### src/rtl/rli_pkg.sv
// Shared types and codes for the ranked list core.
// Holds command, status and sequencer state encodings; no dependencies.
package rli_pkg;

  typedef enum logic [1:0] {
    CMD_ADD    = 2'd0,
    CMD_DELETE = 2'd1,
    CMD_GET    = 2'd2,
    CMD_PRINT  = 2'd3
  } cmd_t;

  typedef enum logic [1:0] {
    STS_OK      = 2'd0,
    STS_INVALID = 2'd1,
    STS_FULL    = 2'd2
  } status_t;

  typedef enum logic [3:0] {
    ST_IDLE,
    ST_UP,
    ST_UP_FIN,
    ST_INS,
    ST_DN,
    ST_DN_FIN,
    ST_GET_RD,
    ST_GET_OUT,
    ST_PR_RD,
    ST_PR_OUT,
    ST_RESP
  } state_t;

endpackage

### src/rtl/ranked_list_insert_delete_core.sv
// Ranked list core: byte elements kept in list order and addressed by 1-based rank.
// Uses rli_pkg for command, status and state codes; holds the element memory itself.
//
// The core takes one request at a time and holds in_tready low until that request is
// finished. A get or a rejected request may also wait on the result channel. An add at
// rank r that does not append at the end, and a delete of any element but the last,
// move the elements behind the rank one entry a cycle through the single read and write
// port of the element memory. A print reads one element a cycle from the same read port
// while results are taken at once. The finished result sits in an output register, so
// the next request can be taken while it waits. No clearing pass is needed after reset.
module ranked_list_insert_delete_core
  import rli_pkg::*;
#(
  parameter int CAPACITY = 64
) (
  input  logic        clk,
  input  logic        rst_n,
  input  logic        in_tvalid,
  output logic        in_tready,
  input  logic [15:0] in_tdata,   // [7:0] rank, [15:8] elem
  input  logic [1:0]  in_tuser,   // [1:0] cmd
  output logic        out_tvalid,
  input  logic        out_tready,
  output logic [7:0]  out_tdata,  // [7:0] value
  output logic [1:0]  out_tuser,  // [1:0] status
  output logic        out_tlast
);

  localparam int AW = $clog2(CAPACITY);
  localparam int CW = $clog2(CAPACITY + 1);
  localparam int KW = ((CW > 8) ? CW : 8) + 1;

  state_t        state_r, state_nxt;
  logic [CW-1:0] count_r, count_nxt;
  logic          out_valid_r, out_valid_nxt;
  logic          wr_pend_r, wr_pend_nxt;
  logic [AW-1:0] ptr_r, ptr_nxt;
  logic [AW-1:0] wr_addr_r, wr_addr_nxt;
  logic [AW-1:0] ridx_r, ridx_nxt;
  logic [7:0]    elem_r, elem_nxt;
  status_t       resp_r, resp_nxt;
  status_t       out_status_r, out_status_nxt;
  logic [7:0]    out_value_r, out_value_nxt;
  logic          out_last_r, out_last_nxt;

  logic [7:0]    mem [CAPACITY];
  logic [7:0]    rd_data_r;
  logic          mem_we;
  logic [AW-1:0] mem_waddr;
  logic [7:0]    mem_wdata;
  logic [AW-1:0] mem_raddr;

  logic [KW-1:0] rank_ext, count_ext, rank_m1;
  logic [CW-1:0] count_m1;
  logic          add_ok, rd_ok, full, out_free, pr_last;

  assign in_tready  = (state_r == ST_IDLE);
  assign out_tvalid = out_valid_r;
  assign out_tdata  = out_value_r;
  assign out_tuser  = out_status_r;
  assign out_tlast  = out_last_r;

  assign rank_ext  = KW'(in_tdata[7:0]);
  assign count_ext = KW'(count_r);
  assign rank_m1   = rank_ext - KW'(1);
  assign count_m1  = count_r - CW'(1);
  assign add_ok    = (in_tdata[7:0] != 8'd0) && (rank_ext <= count_ext + KW'(1));
  assign rd_ok     = (in_tdata[7:0] != 8'd0) && (rank_ext <= count_ext);
  assign full      = (count_r == CW'(CAPACITY));
  assign out_free  = !out_valid_r || out_tready;
  assign pr_last   = (CW'(ptr_r) == count_m1);

  always_ff @(posedge clk) begin
    if (mem_we) begin
      mem[mem_waddr] <= mem_wdata;
    end
    rd_data_r <= mem[mem_raddr];
  end

  always_comb begin
    state_nxt      = state_r;
    count_nxt      = count_r;
    out_valid_nxt  = out_valid_r;
    wr_pend_nxt    = wr_pend_r;
    ptr_nxt        = ptr_r;
    wr_addr_nxt    = wr_addr_r;
    ridx_nxt       = ridx_r;
    elem_nxt       = elem_r;
    resp_nxt       = resp_r;
    out_status_nxt = out_status_r;
    out_value_nxt  = out_value_r;
    out_last_nxt   = out_last_r;
    mem_we         = 1'b0;
    mem_waddr      = wr_addr_r;
    mem_wdata      = rd_data_r;
    mem_raddr      = ptr_r;

    if (out_valid_r && out_tready) begin
      out_valid_nxt = 1'b0;
    end

    unique case (state_r)
      ST_IDLE: begin
        wr_pend_nxt = 1'b0;
        if (in_tvalid) begin
          elem_nxt = in_tdata[15:8];
          ridx_nxt = rank_m1[AW-1:0];
          unique case (cmd_t'(in_tuser))
            CMD_ADD: begin
              if (!add_ok) begin
                resp_nxt  = STS_INVALID;
                state_nxt = ST_RESP;
              end else if (full) begin
                resp_nxt  = STS_FULL;
                state_nxt = ST_RESP;
              end else if (rank_m1 == count_ext) begin
                state_nxt = ST_INS;
              end else begin
                ptr_nxt   = count_m1[AW-1:0];
                state_nxt = ST_UP;
              end
            end
            CMD_DELETE: begin
              if (!rd_ok) begin
                resp_nxt  = STS_INVALID;
                state_nxt = ST_RESP;
              end else if (rank_ext == count_ext) begin
                state_nxt = ST_DN_FIN;
              end else begin
                ptr_nxt   = rank_ext[AW-1:0];
                state_nxt = ST_DN;
              end
            end
            CMD_GET: begin
              if (!rd_ok) begin
                resp_nxt  = STS_INVALID;
                state_nxt = ST_RESP;
              end else begin
                state_nxt = ST_GET_RD;
              end
            end
            CMD_PRINT: begin
              if (count_r == CW'(0)) begin
                resp_nxt  = STS_INVALID;
                state_nxt = ST_RESP;
              end else begin
                ptr_nxt   = AW'(0);
                state_nxt = ST_PR_RD;
              end
            end
            default: state_nxt = ST_IDLE;
          endcase
        end
      end
      ST_UP: begin
        mem_we      = wr_pend_r;
        wr_pend_nxt = 1'b1;
        wr_addr_nxt = ptr_r + AW'(1);
        if (ptr_r == ridx_r) begin
          state_nxt = ST_UP_FIN;
        end else begin
          ptr_nxt = ptr_r - AW'(1);
        end
      end
      ST_UP_FIN: begin
        mem_we    = 1'b1;
        state_nxt = ST_INS;
      end
      ST_INS: begin
        mem_we    = 1'b1;
        mem_waddr = ridx_r;
        mem_wdata = elem_r;
        count_nxt = count_r + CW'(1);
        state_nxt = ST_IDLE;
      end
      ST_DN: begin
        mem_we      = wr_pend_r;
        wr_pend_nxt = 1'b1;
        wr_addr_nxt = ptr_r - AW'(1);
        if (CW'(ptr_r) == count_m1) begin
          state_nxt = ST_DN_FIN;
        end else begin
          ptr_nxt = ptr_r + AW'(1);
        end
      end
      ST_DN_FIN: begin
        mem_we    = wr_pend_r;
        count_nxt = count_m1;
        state_nxt = ST_IDLE;
      end
      ST_GET_RD: begin
        mem_raddr = ridx_r;
        state_nxt = ST_GET_OUT;
      end
      ST_GET_OUT: begin
        mem_raddr = ridx_r;
        if (out_free) begin
          out_valid_nxt  = 1'b1;
          out_status_nxt = STS_OK;
          out_value_nxt  = rd_data_r;
          out_last_nxt   = 1'b1;
          state_nxt      = ST_IDLE;
        end
      end
      ST_PR_RD: begin
        state_nxt = ST_PR_OUT;
      end
      ST_PR_OUT: begin
        if (out_free) begin
          out_valid_nxt  = 1'b1;
          out_status_nxt = STS_OK;
          out_value_nxt  = rd_data_r;
          out_last_nxt   = pr_last;
          if (pr_last) begin
            state_nxt = ST_IDLE;
          end else begin
            ptr_nxt   = ptr_r + AW'(1);
            mem_raddr = ptr_r + AW'(1);
          end
        end
      end
      ST_RESP: begin
        if (out_free) begin
          out_valid_nxt  = 1'b1;
          out_status_nxt = resp_r;
          out_value_nxt  = 8'd0;
          out_last_nxt   = 1'b1;
          state_nxt      = ST_IDLE;
        end
      end
      default: state_nxt = ST_IDLE;
    endcase
  end

  always_ff @(posedge clk) begin
    if (!rst_n) begin
      state_r     <= ST_IDLE;
      count_r     <= '0;
      out_valid_r <= 1'b0;
      wr_pend_r   <= 1'b0;
    end else begin
      state_r     <= state_nxt;
      count_r     <= count_nxt;
      out_valid_r <= out_valid_nxt;
      wr_pend_r   <= wr_pend_nxt;
    end
  end

  always_ff @(posedge clk) begin
    ptr_r        <= ptr_nxt;
    wr_addr_r    <= wr_addr_nxt;
    ridx_r       <= ridx_nxt;
    elem_r       <= elem_nxt;
    resp_r       <= resp_nxt;
    out_status_r <= out_status_nxt;
    out_value_r  <= out_value_nxt;
    out_last_r   <= out_last_nxt;
  end

  a_count_bound: assert property (@(posedge clk) disable iff (!rst_n)
    count_r <= CW'(CAPACITY))
    else $error("element count exceeds capacity");

  a_leave_idle: assert property (@(posedge clk) disable iff (!rst_n)
    in_tvalid && in_tready |=> state_r != ST_IDLE)
    else $error("accepted request did not start the sequencer");

  a_error_value: assert property (@(posedge clk) disable iff (!rst_n)
    out_valid_r && out_status_r != STS_OK |-> out_value_r == 8'd0 && out_last_r)
    else $error("error result carries data or is not last");

  a_count_step: assert property (@(posedge clk) disable iff (!rst_n)
    count_r != $past(count_r) |-> $past(state_r) == ST_INS || $past(state_r) == ST_DN_FIN)
    else $error("element count changed outside add or delete completion");

  a_no_write_idle: assert property (@(posedge clk) disable iff (!rst_n)
    state_r == ST_IDLE || state_r == ST_RESP || state_r == ST_PR_OUT |-> !mem_we)
    else $error("memory written outside an add or delete");

endmodule
### config.mk
export PLATFORM = sky130hd
export DESIGN_NAME = ranked_list_insert_delete_core
export DESIGN_NICKNAME = d
export VERILOG_FILES = /design/src/rtl/rli_pkg.sv /design/src/rtl/ranked_list_insert_delete_core.sv
export SDC_FILE = /design/constraint.sdc
export NUM_CORES = 1
export LEC_CHECK = 0
export BUFFER_PORTS_ARGS = -buffer_cell sky130_fd_sc_hd__buf_2
export CORE_UTILIZATION = 50
export CTS_CLUSTER_SIZE = 24
export DETAILED_ROUTE_END_ITERATION = 12
export PLACE_DENSITY = 0.66
export SLEW_MARGIN = 20
export SYNTH_ARGS = -nofsm -noshare
export SYNTH_HDL_FRONTEND = slang
export SYNTH_SLANG_ARGS = --single-unit
### constraint.sdc
create_clock -name clk -period 6.4 [get_ports clk]
set_input_delay 1.92 -clock clk [delete_from_list [all_inputs] [get_ports clk]]
set_output_delay 1.92 -clock clk [all_outputs]
set_load 0.02 [all_outputs]
==> metrics.md, run 1 <==
| Metric | Value |
|---|---|
| Outcome | `finished, final reports clean` |
| Synth Cell Area | `0.0247 sq mm` |
| Core box area | `0.0488 sq mm` |
| FMAX | `203 MHz` |
| Period minus WS final | `4.93 ns` |
| Worst hold margin | `0.513 ns` |
| Worst path max stage delay | `0.72 ns` |
| Die Footprint | `0.0504 sq mm` |
| Post-CTS Hold Buffers | `0` |
| Post CTS Setup Buffer Count | `0` |
| Area leader, netlist | `edfxtp_1` |
| Largest net degree at the start of global routing | `101` |
| Final Max Tran Viols | `0` |
| Slew HR | `23.1%` |
| Tot Pwr | `12.4 mW` |
| Share of the synthesized area in the top cell type | `66.9%` |
| Layout Utilization | `56.1%` |
| R2R Path End | `rd_data_r[2]$_DFF_P_` |
| Height of the die | `224 um` |
| Max clock buf depth | `3` |
| Critical path's slowest cell | `a221oi_1` |
| Fraction of layout cells with a size suffix above 1 | `9.28%` |
| Unique masters post-synth | `74` |
| H-tree depth | `2` |
| Root Driver | `clkbuf_16` |
| Register area share after synthesis | `68.6%` |
| Gate count of the mapped netlist | `1917` |
| Total congestion overflow | `0` |
| Row count | `81` |
| Fraction of registers with async set or reset after synthesis | `0%` |
| Yosys Warn Count | `0` |
| Resized cells post-CTS | `0` |
| Routed WL | `64.1 mm` |
| Drc violations | `0` |
| Syn_area_per_cell | `12.9 sq um` |
| Worst hold endpoint | `out_tuser[0]$_SDFFCE_PP0P_` |
| Clock latency on the worst-skew pair | `0.64 ns` |
| Routed len/inst | `24.4 um` |
| Avg Vias per Cell | `6.26` |
| Worst-path cell chain | `inv_1 > ha_1 > or3b_1 > or4_4 > and4_4 > a2111oi_0 > a211oi_4 > nand2_2 > o22ai_1 > a221oi_1 > o221ai_1` |
| Worst hold path cell count | `1` |
| Most frequent cells in the layout | `edfxtp_1 (551), nand2_1 (298), a21oi_1 (246), nor2_1 (107), a221oi_1 (72)` |
| HPWL after DPL | `39.8 mm` |
| Peak supply drop | `285 uV` |
| Overall Global Routing Usage | `25.5%` |
| Setup ws final | `1.47 ns` |
| Max Cap Viol | `0` |
| CTS sink count | `572` |
| Initial core utilization | `50.7%` |
| Pwr per Cell Area | `451 mW/mm^2` |
| Global-route wire length before repair | `95.9 mm` |
| Commonest register cell after synthesis | `edfxtp_1` |
| Seq cells post-synth | `572` |
| Worst Setup Path Type | `flop to flop` |
| Nets | `1964` |
| HP Class | `flop to flop` |
| Setup violations, final | `0` |
| Syn_nets | `1964` |
| Cell family with the largest share of critical-path delay | `compound AO/OA/AOI/OAI gates` |
| TNS Setup | `0 ns` |
| Cells on worst reg2reg path | `11` |
| Most common cell after layout, fill and taps aside | `edfxtp_1` |
| CP bufs+invs | `1` |
| Lkg Pwr | `9.16 nW` |
| Final Hold Fails | `0` |
| CP endpoint kind | `flop` |
| Min-delay src | `resp_r[0]$_SDFFCE_PN1P_` |
| Post-synth EDFFs | `551` |
| Placed insts | `2522` |
| Vias in the first global route | `15672` |
| Skew final | `0.0358 ns` |
| N_diodes | `0` |
| DR pass1 iterations | `6` |
| Worst Max-Slew Pin Slew | `1.15 ns` |
| Startpoint type of the worst setup path | `flop` |
| Area grow syn2layout | `10.7%` |
| Crit path DAT | `5.39 ns` |
| Post-DRT Antenna Nets | `0` |
| Dpl ws | `0.883 ns` |
| Die X | `224 um` |
| I/O Pins | `35` |
| CP required | `6.86 ns` |
| Worst Path Max Fanout | `24` |
| Top cells by area, synth | `edfxtp_1 (67%), a21oi_1 (5.0%), nand2_1 (4.6%), a221oi_1 (2.5%), dfxtp_1 (1.7%)` |
| Reg-to-reg startpoint | `count_r[0]$_SDFFE_PN0P_` |
| CTS tree | `yes` |
| Flop-to-flop setup slack | `1.47 ns` |
| Post-DP Area | `0.0256 sq mm` |
| RSZ-0062 raised after global routing | `no` |
| Num CTS Buffers | `57` |
| Via Count | `16448` |
| Finished Cell Area | `0.0274 sq mm` |
| Initial DRC count | `1812` |
| Clock transition at path regs | `0.06 ns` |
| Final Wtd Congestion | `0.908` |
| IO Port Bufs | `34` |
| Initial antenna violation count | `0` |
| Tcrit/Tclk final | `77.1%` |
| Final std cells w/o fill | `2626` |
per-layer routing:
metal / part of all wire (%) / vias up / track usage (%) / routed length, um
met1: 40 / 8233 / 33.8 / 25600
met4: 3.8 / 0 / 9.81 / 2410
met5: 0 / - / 0 / 0
met3: 8.3 / 143 / 4.99 / 5300
met2: 48 / 773 / 41.6 / 30800
li1: - / 7299 / - / -
worst max path at each step:
stage	start	to	slack, ns	cells after the start
floorplan	in_tdata[1]	ptr_r[0]$_DFFE_PP_	1.89	11
global placement	out_tready	rd_data_r[2]$_DFF_P_	0.96	11
detailed placement	out_tready	rd_data_r[2]$_DFF_P_	0.88	11
CTS	count_r[0]$_SDFFE_PN0P_	rd_data_r[2]$_DFF_P_	1.43	11
global route	count_r[0]$_SDFFE_PN0P_	rd_data_r[2]$_DFF_P_	1.19	11
finish	count_r[0]$_SDFFE_PN0P_	rd_data_r[2]$_DFF_P_	1.47	11
cell usage after synthesis, drive strengths merged, types with 3 or more instances:
master  number
a211oi      20
a21oi      247
a221oi      72
a22o        28
a22oi       52
a31oi        4
and2         8
and3         5
buf         76
clkbuf      53
dfxtp       21
edfxtp     551
ha          25
inv         24
mux2i       42
nand2      308
nand2b      10
nand3       26
nand3b      12
nand4        4
nand4b       3
nor2       107
nor2b       12
nor3        23
nor4        14
o211ai       5
o21a         5
o21ai       21
o221ai      12
o22ai       23
o31ai        4
o32a         7
or2          5
or3          7
xnor2       34
xor2        11
cells by family (layout without fill, tap and decap cells):
logic type      Yosys count  count (layout)  synth area share, %
flops                   572             572                 68.6
simple gates            554             554                 9.95
compound gates          523             523                 13.9
buf+inv                 153             198                 2.80
xor+xnor                 47              47                 1.81
mux                      42              42                 1.70
fa+ha+maj                26              26                 1.30
registers in the layout (all words and copies together) (netlist names):
signal      count
rd_data_r       8
out_tlast       1
wr_pend_r       1
out_tuser       2
ridx_r          6
mem           512
out_tvalid      1
wr_addr_r       6
count_r         7
ptr_r           6
elem_r          8
out_tdata       8
resp_r          2
state_r         4
power by group:
| group | internal [mW] | leakage [nW] | switching (mW) |
|---|---|---|---|
| Combinational | 1.16 | 3.09 | 2.86 |
| Sequential | 4.86 | 5.17 | 0.169 |
| Clock | 1.90 | 0.900 | 1.41 |
| Total | 7.92 | 9.16 | 4.44 |
cell type report:
class | count | area, sq um
Inverter | 24 | 90.1
Clock inverter | 34 | 337
Sequential cell | 572 | 17000
Tap cell | 664 | 831
Fill cell | 3953 | 21500
Clock buffer | 70 | 1500
Multi-Input combinational cell | 1192 | 7160
Timing Repair Buffer | 70 | 515
Power figures use the tool's default switching activity.
==> run 2: changes to the inputs <==
--- a/config.mk
+++ b/config.mk
@@ -9,7 +9,7 @@
 export CORE_UTILIZATION = 50
 export CTS_CLUSTER_SIZE = 24
 export DETAILED_ROUTE_END_ITERATION = 12
-export PLACE_DENSITY = 0.66
+export PLACE_DENSITY = 0.68
 export SLEW_MARGIN = 20
 export SYNTH_ARGS = -nofsm -noshare
 export SYNTH_HDL_FRONTEND = slang
==> constraint.sdc (replaced) <==
create_clock -name clk -period 4 [get_ports clk]
set_input_delay 1.2 -clock clk [delete_from_list [all_inputs] [get_ports clk]]
set_output_delay 1.2 -clock clk [all_outputs]
set_load 0.02 [all_outputs]
==> metrics.md, run 2 (synthesized netlist as in run 1, its figures left out) <==
| Metric | Value |
|---|---|
| Outcome | `finished, final reports clean (unchanged)` |
| Final std cells w/o fill | `2769 (was 2626)` |
| Nets | `2106 (was 1964)` |
| Row count | `81 (unchanged)` |
| Startpoint type of the worst setup path | `flop (unchanged)` |
| DR WL met3 | `5.94 mm (was 5.30 mm)` |
| Num CTS Buffers | `56 (was 57)` |
| WL met1 | `25.6 mm (about the same)` |
| Initial core utilization | `50.7% (unchanged)` |
| Setup violations, final | `0 (unchanged)` |
| DR pass1 iterations | `7 (was 6)` |
| Largest register FFs | `512 (unchanged)` |
| Final Max Tran Viols | `0 (unchanged)` |
| Post-DP Area | `0.0267 sq mm (was 0.0256 sq mm)` |
| Overall Global Routing Usage | `26.1% (was 25.5%)` |
| I/O Pins | `35 (unchanged)` |
| CP endpoint kind | `flop (unchanged)` |
| Routed WL | `66.2 mm (was 64.1 mm)` |
| IO Port Bufs | `34 (unchanged)` |
| Peak supply drop | `355 uV (was 285 uV)` |
| Drc violations | `0 (unchanged)` |
| Max Used Layer | `met4 (unchanged)` |
| Cell family with the largest share of critical-path delay | `simple AND/OR/NAND/NOR gates (was compound AO/OA/AOI/OAI gates)` |
| Worst-path cell chain | `buf_4 > or3_1 > or3_4 > a21oi_2 > a211oi_4 > nor3_4 > buf_12 > buf_16 > buf_4 > mux2i_1 > a221oi_1 > nor4_2 > buf_4 > o32a_1 > o221ai_1 (was inv_1 > ha_1 > or3b_1 > or4_4 > and4_4 > a2111oi_0 > a211oi_4 > nand2_2 > o22ai_1 > a221oi_1 > o221ai_1)` |
| Fraction of layout cells with a size suffix above 1 | `17.1% (was 9.28%)` |
| Height of the die | `224 um (unchanged)` |
| WL met2 | `32.4 mm (was 30.8 mm)` |
| Slew HR | `32.3% (was 23.1%)` |
| Worst Path Max Fanout | `14 (was 24)` |
| Via Count | `16992 (was 16448)` |
| Skew final | `0.0273 ns (was 0.0358 ns)` |
| Area grow syn2layout | `17.1% (was 10.7%)` |
| HPWL after DPL | `43.0 mm (was 39.8 mm)` |
| Finished Cell Area | `0.0290 sq mm (was 0.0274 sq mm)` |
| Die Footprint | `0.0504 sq mm (unchanged)` |
| Placed insts | `2647 (was 2522)` |
| Routed len/inst | `23.9 um (was 24.4 um)` |
| CTS sink count | `572 (unchanged)` |
| Reg-to-reg startpoint | `count_r[0]$_SDFFE_PN0P_ (unchanged)` |
| Biggest register | `mem (unchanged)` |
| Die X | `224 um (unchanged)` |
| Crit path DAT | `4.42 ns (was 5.39 ns)` |
| Clock latency on the worst-skew pair | `0.62 ns (was 0.64 ns)` |
| Final Hold Fails | `0 (unchanged)` |
| R2R Path End | `rd_data_r[2]$_DFF_P_ (unchanged)` |
| Pwr per Cell Area | `724 mW/mm^2 (was 451 mW/mm^2)` |
| Worst Max-Slew Pin Slew | `1.02 ns (was 1.15 ns)` |
| Initial DRC count | `2000 (was 1812)` |
| Max clock buf depth | `3 (unchanged)` |
| FMAX | `253 MHz (was 203 MHz)` |
| Vias in the first global route | `16501 (was 15672)` |
| Lkg Pwr | `10.0 nW (was 9.16 nW)` |
| Period minus WS final | `3.95 ns (was 4.93 ns)` |
| Worst hold path cell count | `2 (was 1)` |
| Worst Setup Path Type | `flop to flop (unchanged)` |
| CP bufs+invs | `5 (was 1)` |
| CTS tree | `yes (unchanged)` |
| Most common cell after layout, fill and taps aside | `edfxtp_1 (unchanged)` |
| Max Cap Viol | `0 (unchanged)` |
| N_diodes | `0 (unchanged)` |
| Filler cells | `3810 (was 3953)` |
| Core box area | `0.0488 sq mm (unchanged)` |
| Critical path's slowest cell | `or3_4 (was a221oi_1)` |
| Root Driver | `clkbuf_16 (unchanged)` |
| HP Class | `flop to flop (unchanged)` |
| Min-delay src | `wr_pend_r$_SDFFE_PN0P_ (was resp_r[0]$_SDFFCE_PN1P_)` |
| CP required | `4.47 ns (was 6.86 ns)` |
| Final Wtd Congestion | `0.918 (was 0.908)` |
| Post-DRT Antenna Nets | `0 (unchanged)` |
| H-tree depth | `2 (unchanged)` |
| Most frequent cells in the layout | `edfxtp_1 (551), nand2_1 (298), a21oi_1 (243), buf_4 (150), nor2_1 (105) (was edfxtp_1 (551), nand2_1 (298), a21oi_1 (246), nor2_1 (107), a221oi_1 (72))` |
| Tcrit/Tclk final | `98.8% (was 77.1%)` |
| Largest net degree at the start of global routing | `73 (was 101)` |
| Total congestion overflow | `0 (unchanged)` |
| Clock transition at path regs | `0.06 ns (about the same)` |
| Avg Vias per Cell | `6.14 (was 6.26)` |
| Top cell by count, worst path | `buf_4` |
| Initial antenna violation count | `0 (unchanged)` |
| Global-route wire length before repair | `99.0 mm (was 95.9 mm)` |
| Worst hold endpoint | `wr_pend_r$_SDFFE_PN0P_ (was out_tuser[0]$_SDFFCE_PP0P_)` |
| Worst path max stage delay | `0.43 ns (was 0.72 ns)` |
| Cells on worst reg2reg path | `15 (was 11)` |
| Flop-to-flop setup slack | `0.05 ns (was 1.47 ns)` |
## run 2: per-stage QoR
step | util (%) | hold WS [ns] | power (mW) | setup TNS (ns) | setup slack (ns)
floorplan | - | 0.484 | 12.2 | 0 | 0.214
detailed placement | 54.6 | 0.515 | 15.1 | -0.870 | -0.190
finish | 59.3 | 0.525 | 21.0 | 0 | 0.0487
CTS | 58.4 | 0.526 | 20.5 | 0 | 0.00876
global route | 59.3 | 0.548 | 21.7 | -0.111 | -0.0482
global placement | 54.6 | 0.500 | 15.0 | -0.311 | -0.123
## run 2: where the power goes
group	switching (mW)	internal (mW)
logic	4.99	2.66
clock network	2.25	3.12
registers	0.191	7.75
total	7.44	13.5
## run 2: how the worst max path moves through the flow
stage | from | to | slack (ns) | cells past startpoint
finish | count_r[0]$_SDFFE_PN0P_ | rd_data_r[2]$_DFF_P_ | 0.05 | 15
global route | count_r[0]$_SDFFE_PN0P_ | rd_data_r[4]$_DFF_P_ | -0.05 | 16
CTS | count_r[0]$_SDFFE_PN0P_ | rd_data_r[2]$_DFF_P_ | 0.009 | 15
detailed placement | out_tready | rd_data_r[5]$_DFF_P_ | -0.19 | 12
global placement | out_tready | rd_data_r[3]$_DFF_P_ | -0.12 | 12
floorplan | in_tdata[1] | ptr_r[0]$_DFFE_PP_ | 0.21 | 11
## run 2: timing repair
action	4_1_cts	5_1_grt
pin swaps	1	8
hold buffers	0	0
resized for setup	3	37
endpoints found under the setup margin	8	8
buffers inserted	0	15
cloned	0	3
endpoints found under the hold margin	0	0
## run 2: area by class of cell
cell class	instances	area (sq um)	area share, %
Sequential cell	572	17000	58.6
Tap cell	664	831	2.87
Multi-Input combinational cell	1193	7350	25.4
Timing Repair Buffer	212	1870	6.44
Inverter	24	90.1	0.311
Clock inverter	42	427	1.47
Clock buffer	62	1450	4.99
## run 2: layer usage
metal	vias to the layer above	global-route usage, %
met4	0	9.04
met1	8377	34.4
met5	-	0
met2	869	43.4
met3	141	4.72
li1	7605	-
## run 2: worst reg2reg max path: stages (launching register included)
cell      delay [ns]
dfxtp_1         0.31
buf_4           0.17
or3_1           0.40
or3_4           0.43
a21oi_2         0.33
a211oi_4        0.13
nor3_4          0.23
buf_12          0.17
buf_16          0.17
buf_4           0.14
mux2i_1         0.28
a221oi_1        0.17
nor4_2          0.33
buf_4           0.17
o32a_1          0.23
o221ai_1        0.15
